$ cat src/sv/scua_pkg.sv
package scua_pkg;

  localparam int MIN_SIZE_EXP    = 3;
  localparam int MAX_SIZE_EXP    = 12;
  localparam int UNITS_PER_CLASS = 256;
  localparam int NUM_CLASSES     = (MAX_SIZE_EXP >= MIN_SIZE_EXP) ?
                                   (MAX_SIZE_EXP - MIN_SIZE_EXP + 1) : 1;

  localparam int MODE_W  = 2;
  localparam int SIZE_W  = 13;
  localparam int CLASS_W = 4;
  localparam int HUNIT_W = 8;
  localparam int STAT_W  = 2;
  localparam int BYTES_W = 13;
  localparam int TOTAL_W = 12;

  localparam int UNIT_W  = (UNITS_PER_CLASS > 1) ? $clog2(UNITS_PER_CLASS) : 1;
  localparam int CNT_W   = $clog2(UNITS_PER_CLASS + 1);
  localparam int RAM_DEPTH = NUM_CLASSES * UNITS_PER_CLASS;
  localparam int ADDR_W  = CLASS_W + UNIT_W;

  localparam int IN_W  = MODE_W + SIZE_W + CLASS_W + HUNIT_W;
  localparam int OUT_W = STAT_W + CLASS_W + HUNIT_W + BYTES_W + TOTAL_W;
  localparam int IN_TDATA_W  = ((IN_W + 7) / 8) * 8;
  localparam int OUT_TDATA_W = ((OUT_W + 7) / 8) * 8;

  localparam logic [MODE_W-1:0] MODE_ALLOC  = 2'd0;
  localparam logic [MODE_W-1:0] MODE_FREE   = 2'd1;
  localparam logic [MODE_W-1:0] MODE_RESIZE = 2'd2;

  localparam logic [STAT_W-1:0] ST_OK        = 2'd0;
  localparam logic [STAT_W-1:0] ST_TOO_LARGE = 2'd1;
  localparam logic [STAT_W-1:0] ST_NO_UNIT   = 2'd2;

  typedef enum logic [2:0] {
    S_IDLE,
    S_READ,
    S_POP,
    S_PUSH,
    S_OUT
  } state_t;

  typedef struct packed {
    logic take;
    logic decide;
    logic pop;
    logic push;
    logic load;
  } cmd_t;

  typedef struct packed {
    logic alloc_ok;
    logic is_free;
    logic resize_alloc;
    logic out_busy;
  } sts_t;

  // smallest e with s <= 2^e, for s > 1
  function automatic logic [4:0] ceil_pow2_exp(input logic [SIZE_W-1:0] s);
    logic [SIZE_W-1:0] m;
    logic [4:0]        e;
    m = s - SIZE_W'(1);
    e = '0;
    for (int i = 0; i < SIZE_W; i++) begin
      if (m[i]) e = 5'(i + 1);
    end
    return e;
  endfunction

  function automatic logic [BYTES_W-1:0] class_bytes(input logic [CLASS_W-1:0] c);
    return BYTES_W'(1) << (5'(c) + 5'(MIN_SIZE_EXP));
  endfunction

endpackage

$ cat src/sv/scua_ctrl.sv
module scua_ctrl (
  input  logic          clk,
  input  logic          rst,
  input  logic          in_valid,
  input  scua_pkg::sts_t sts,
  output scua_pkg::cmd_t cmd,
  output logic          in_ready
);

  import scua_pkg::*;

  state_t state, state_next;

  always_ff @(posedge clk) begin
    if (rst) begin
      state <= S_IDLE;
    end else begin
      state <= state_next;
    end
  end

  always_comb begin
    state_next = state;
    unique case (state)
      S_IDLE: begin
        if (in_valid) state_next = S_READ;
      end
      S_READ: begin
        priority if (sts.alloc_ok) state_next = S_POP;
        else if (sts.is_free)      state_next = S_PUSH;
        else                       state_next = S_OUT;
      end
      S_POP: begin
        state_next = sts.resize_alloc ? S_PUSH : S_OUT;
      end
      S_PUSH: begin
        state_next = S_OUT;
      end
      S_OUT: begin
        if (!sts.out_busy) state_next = S_IDLE;
      end
      default: state_next = S_IDLE;
    endcase
  end

  always_comb begin
    cmd      = '0;
    in_ready = 1'b0;
    unique case (state)
      S_IDLE: begin
        in_ready = 1'b1;
        cmd.take = 1'b1;
      end
      S_READ: cmd.decide = 1'b1;
      S_POP:  cmd.pop    = 1'b1;
      S_PUSH: cmd.push   = 1'b1;
      S_OUT:  cmd.load   = !sts.out_busy;
      default: ;
    endcase
  end

endmodule

$ cat config.mk
export PLATFORM = sky130hd
export DESIGN_NAME = scua_ctrl
export DESIGN_NICKNAME = d
export VERILOG_FILES = /design/src/sv/scua_pkg.sv /design/src/sv/scua_ctrl.sv
export SDC_FILE = /design/constraint.sdc
export NUM_CORES = 1
export LEC_CHECK = 0
export BUFFER_PORTS_ARGS = -buffer_cell sky130_fd_sc_hd__buf_2
export CORE_AREA = 5 5 42 44
export DETAILED_ROUTE_END_ITERATION = 12
export DIE_AREA = 0 0 47 49
export REMOVE_ABC_BUFFERS = 1
export SYNTH_ARGS = -nofsm -noshare
export SYNTH_HDL_FRONTEND = slang
export SYNTH_SLANG_ARGS = --single-unit
$ cat constraint.sdc
create_clock -name clk -period 1.18 [get_ports clk]
set_input_delay 0.177 -clock clk [delete_from_list [all_inputs] [get_ports clk]]
set_output_delay 0.177 -clock clk [all_outputs]
set_load 0.01 [all_outputs]
==> results of run 1 <==
==> cell type report <==
cell class                 count  area [µm²]
sequential                     3        71.3
clock buffer                   4        26.3
fill                         162        1080
timing repair buffer          12        60.1
multi-input combinational     19         144
tap                           16        20.0
==> timing repair <==
action,4_1_cts,5_1_grt
setup buffers,0,0
hold endpoints to repair,0,0
endpoints found under the setup margin,6,5
gates resized for setup,6,3
==> layout by cell type (no fill, tap or decap) <==
| master | instances |
|---|---|
| clkbuf_4 | 3 |
| a2111oi_2 | 1 |
| a21oi_1 | 1 |
| nor2_4 | 1 |
| a22oi_1 | 1 |
| nor3b_2 | 2 |
| o31ai_1 | 1 |
| o21ai_0 | 1 |
| clkbuf_1 | 1 |
| a21o_1 | 1 |
| nor3_1 | 1 |
| buf_2 | 12 |
| nand2b_1 | 2 |
| nor2_1 | 2 |
| nand2_1 | 2 |
| nand4b_1 | 1 |
| and3b_1 | 1 |
| dfxtp_4 | 3 |
| nor3_2 | 1 |
==> layer usage <==
| layer | share of wire (%) | up-vias | GRT usage (%) |
|---|---|---|---|
| met1 | 33 | 100 | 4.16 |
| met4 | 3.2 | 0 | 5.53 |
| met5 | 0 | - | 0 |
| li1 | - | 116 | - |
| met2 | 46 | 12 | 7.24 |
| met3 | 17 | 2 | 4.80 |
==> where the power goes <==
| group | total (µW) | internal, µW | switching [µW] |
|---|---|---|---|
| logic | 116 | 62.1 | 53.4 |
| clock network | 181 | 127 | 54.7 |
| registers | 145 | 115 | 30.0 |
| total | 442 | 304 | 138 |
==> worst register-to-register path, cell delays in order (launching register included) <==
cell	delay (ps)
dfxtp_4	370
a21o_1	170
a2111oi_2	340
==> per-stage QoR <==
step	worst slack, ps	util (%)	setup TNS, ps
floorplan	137	-	0
global placement	144	19.4	0
global route	-52.8	22.9	-126
detailed placement	123	19.4	0
finish	15.2	22.9	0
CTS	-5.49	22.1	-6.52
==> kinds of logic (layout without fill, tap and decap cells) <==
| logic type | count (synthesis) | count (layout) |
|---|---|---|
| AO/OA/AOI/OAI | 6 | 6 |
| buffers and inverters | 2 | 16 |
| flip-flops | 3 | 3 |
| AND/OR/NAND/NOR | 13 | 13 |
==> worst paths after layout <==
| check | startpoint | slack, ps | cells after the start | endpoint |
|---|---|---|---|---|
| hold / removal | rst | 160 | 2 | state[1] |
| setup reg to reg | state[0] | 190 | 2 | state[0] |
| setup / recovery | state[1] | 20 | 2 | cmd[2] |
| hold reg to reg | state[2] | 480 | 1 | state[0] |
==> impl_metrics.json, run 1 <==
{
  "status": "finished, final reports clean",
  "path_cells": "nor3b_2 -> buf_2",
  "h-tree-depth": 1,
  "worstHoldPathType": "in2reg",
  "synth_mux_area_share_pct": 0,
  "wl_per_cell_um": 9.78,
  "design_area_um2": 322,
  "core_mm2": 0.00140,
  "synth-seq-area-share_pct": 29.4,
  "setup_viol": 0,
  "grt_max_degree": 10,
  "insertion_delay_ps": 230,
  "drive_above_1_share_pct": 60.5,
  "synth-edff-count": 0,
  "synth.distinct_cells": 16,
  "ir_drop_uv": 345,
  "critical_path.top_delay_family": "flip-flops",
  "final_hold_viol_count": 0,
  "grt-ovfl-total": 0,
  "drc": 0,
  "io_buffer_count": 12,
  "reg_top3": "state (3)",
  "skew_ps": 2.04,
  "die_y_um": 49,
  "grt.total_usage_pct": 5.34,
  "synth_top_area_cell": "dfxtp_1",
  "drv_slew": 0,
  "yosys-top-cells-area": "dfxtp_1 29%, nor3b_2 12%, a2111oi_2 7.4%",
  "std_cell_rows": 14,
  "worst-path-buf-inv": 1,
  "synth_top_family_by_area": "simple AND/OR/NAND/NOR gates",
  "dr.pass1.iters": 2,
  "crit_path_max_incr_delay_ps": 390,
  "power.density_mw_per_mm2": 1380,
  "cts_root_buffer": "clkbuf_4",
  "postSynth.asyncResetShare_pct": 0,
  "die_area_mm2": 0.00230,
  "antennaDiodeCount": 0,
  "synth_xor_area_share_pct": 0,
  "fmax_ghz": 0.859,
  "numCtsBuffers": 3,
  "crit_required_ps": 1000,
  "rsz0062_at_grt": "yes",
  "fin_crit_sh_pct": 98.7,
  "min_period_ps": 1160,
  "initial_utilization_pct": 14.6,
  "clock_sinks": 3,
  "syn_to_final_growth_pct": 57.7,
  "worstSetupPathType": "reg2out",
  "grt_pass1_vias": 204,
  "antenna_found_initial": 0,
  "largest_register": "state",
  "synth-compound-area-share_pct": 23.3,
  "hold_ws_ps": 160,
  "routed_via_density": 4.26,
  "startpoint_type": "flop",
  "p_total_uw": 442,
  "synth-simple-area-share_pct": 41.1,
  "numPlacedInstances": 50,
  "wl_um": 528,
  "relSlewSlack_pct": 83.0,
  "die_x_um": 47,
  "finalNetCount": 46,
  "crit_arrival_ps": 990,
  "avgSynthCellArea_um2": 8.50,
  "power_leakage_uw": 0.000146,
  "grt_pass1_wl_um": 759,
  "num_vias": 230,
  "crit_slowest_cell": "dfxtp_4",
  "ys.flop_type": "dfxtp_1",
  "netlist.area_leader.share_pct": 29.4,
  "clock_path_buffers": 2,
  "largest_reg_flops": 3,
  "postCtsHoldBufs": 0,
  "cap_violations": 0,
  "worst_slew_pin_slew_ps": 254,
  "synth_area_um2": 204,
  "tritoncts": "done",
  "final_antenna_net_count": 0,
  "clkSlewWorstSetupHoldPaths_ps": 40,
  "yosys.area_share.adder_pct": 0,
  "ios": 13,
  "placed_area_um2": 272,
  "endpoint_kind": "primary output",
  "first_iter_violations": 2,
  "stdcell_count": 54,
  "yosys-top-cells-count": "3 x dfxtp_1, 3 x nor2_1",
  "path_max_fanout": 8,
  "postSynthCellCount": 24,
  "synth_warnings": 0,
  "ys_ff_latch": 3,
  "gp_congestion": 0.740
}
Note: power is estimated with default switching activity, not from simulation.
==> run 2: changes to the inputs <==
- PLACE_DENSITY_LB_ADDON: not set -> 0.25
==> run 2 against run 1 <==
  * Sequential cell count is the same
  * Utilization grew 1.4 points
  * Clock-buffer cell count is the same
  * Critical path depth is the same
  * Sequential share of layout area shrank 1.3 points
  * First-iteration DRC count grew to 8.5 times the previous value
  * Clock skew is essentially flat
  * Largest power group unchanged
  * Highest routed layer is now met3
==> impl_metrics.json, run 2 (same netlist as run 1, synthesis figures left out) <==
{
  "initial_utilization_pct": 14.6,
  "drv_slew": 0,
  "dr.pass1.iters": 4,
  "startpoint_type": "flop",
  "std_cell_rows": 14,
  "endpoint_kind": "primary output",
  "p_sw_share_pct": 30.6,
  "grt_pass1_vias": 230,
  "grt-ovfl-total": 0,
  "rr_endpoint": "state[0]",
  "rsz0062_at_grt": "yes",
  "crit_required_ps": 1000,
  "h-tree-depth": 1,
  "crit_slowest_cell": "dfxtp_4",
  "die_x_um": 47,
  "postCtsHoldBufs": 0,
  "skew_ps": 2.34,
  "reg_top3": "state (3)",
  "largest_reg_flops": 3,
  "core_mm2": 0.00140,
  "finalNetCount": 48,
  "clkSlewWorstSetupHoldPaths_ps": 40,
  "pwr-share-clk_pct": 38.9,
  "clock_sinks": 3,
  "final_antenna_net_count": 0,
  "die_area_mm2": 0.00230,
  "fmax_ghz": 0.858,
  "final_common_cell": "buf_2",
  "min_period_ps": 1170,
  "power.density_mw_per_mm2": 1350,
  "crit_path_max_incr_delay_ps": 390,
  "setup_viol": 0,
  "grtUsageMet2_pct": 6.79,
  "largest_register": "state",
  "drive_above_1_share_pct": 60.0,
  "syn_to_final_growth_pct": 67.5,
  "grt.total_usage_pct": 5.76,
  "clock_path_buffers": 2,
  "routed_via_density": 4.18,
  "worst_slew_pin_slew_ps": 244,
  "tritoncts": "done",
  "antenna_found_initial": 0,
  "wl_per_cell_um": 10.5,
  "first_iter_violations": 17,
  "p_total_uw": 460,
  "power_frac_comb_pct": 30.1,
  "path_max_fanout": 8,
  "power.net_switching_uw": 141,
  "relSlewSlack_pct": 83.7,
  "crit_path_end": "cmd[2]",
  "cap_violations": 0,
  "fin_crit_sh_pct": 98.7,
  "r2r_start": "state[0]",
  "path_cells": "nor3b_2 -> buf_2",
  "pwr-share-seq_pct": 31.1,
  "busiest_layer": "met1",
  "power_leakage_uw": 0.000167,
  "io_buffer_count": 12,
  "grtUsageMet3_pct": 5.54,
  "antennaDiodeCount": 0,
  "gp_congestion": 0.682,
  "crit_start": "state[1]",
  "final_hold_viol_count": 0,
  "r2r_slack_ps": 30,
  "cts_root_buffer": "clkbuf_4",
  "num_vias": 234,
  "ios": 13,
  "worstSetupPathType": "reg2out",
  "grt_util_met1_pct": 7.42,
  "insertion_delay_ps": 230,
  "hold_ws_ps": 160,
  "crit_arrival_ps": 990,
  "status": "finished, final reports clean",
  "die_y_um": 49,
  "fillers": 169,
  "ir_drop_uv": 615,
  "intPower_uw": 319,
  "reg2reg_depth": 3,
  "grt_max_degree": 10,
  "worstHoldPathType": "in2reg",
  "numCtsBuffers": 3,
  "grt_pass1_wl_um": 931,
  "wl_um": 590,
  "layout_common_cells": "12 x buf_2, 3 x clkbuf_4, 3 x dfxtp_4",
  "drc": 0
}
[run 2: metal layers]
metal  share of wire, %  routed length, µm
met3                 18                107
met2                 33                192
met1                 49                290
met5                  0                  0
met4                  0                  0
[run 2: power by group through the flow]
stage	Clock (µW)	Sequential [µW]	Combinational, µW
2_1_floorplan	0	133	67.7
3_3_place_gp	0	141	112
3_5_place_dp	0	139	113
4_1_cts	188	141	114
5_1_grt	206	146	153
6_report	179	143	138
[run 2: timing repair]
action / CTS / global route
gates resized for setup: 3 / 6
setup buffers: 0 / 2
endpoints found under the setup margin: 6 / 6
pin swaps: 0 / 3
hold endpoints to repair: 0 / 0
[run 2: layout make-up]
type,count,area [µm²],share of cell area [%]
Clock buffer,4,26.3,7.69
Tap cell,16,20.0,5.86
Multi-Input combinational cell,19,144,42.1
Sequential cell,3,71.3,20.9
Timing Repair Buffer,14,80.1,23.4
[run 2: how the worst min path moves through the flow]
| stage | from | to | slack [ps] | cells past startpoint |
|---|---|---|---|---|
| floorplan | rst | state[1] | 250 | 1 |
| global placement | rst | state[1] | 410 | 2 |
| detailed placement | rst | state[1] | 410 | 2 |
| CTS | rst | state[0] | 160 | 2 |
| global route | rst | state[0] | 160 | 2 |
| finish | rst | state[1] | 160 | 2 |
[run 2: per-stage QoR]
| stage | instance area (µm²) | TNS [ps] | setup slack (ps) | instances | util (%) |
|---|---|---|---|---|---|
| 6_report | 342 | 0 | 15.0 | 56 | 24.4 |
| 5_1_grt | 342 | -151 | -65.2 | 56 | 24.4 |
| 4_1_cts | 302 | -60.1 | -21.8 | 54 | 21.5 |
| 3_5_place_dp | 272 | 0 | 134 | 50 | 19.4 |
| 3_3_place_gp | 272 | 0 | 117 | 50 | 19.4 |
| 2_1_floorplan | 191 | 0 | 137 | 22 | - |
[run 2: critical path, delay by kind of cell (launching register included)]
kind / cells / cell delay [ps]
AND/OR/NAND/NOR: 1 / 200
flip-flops: 1 / 390
buffers and inverters: 1 / 160
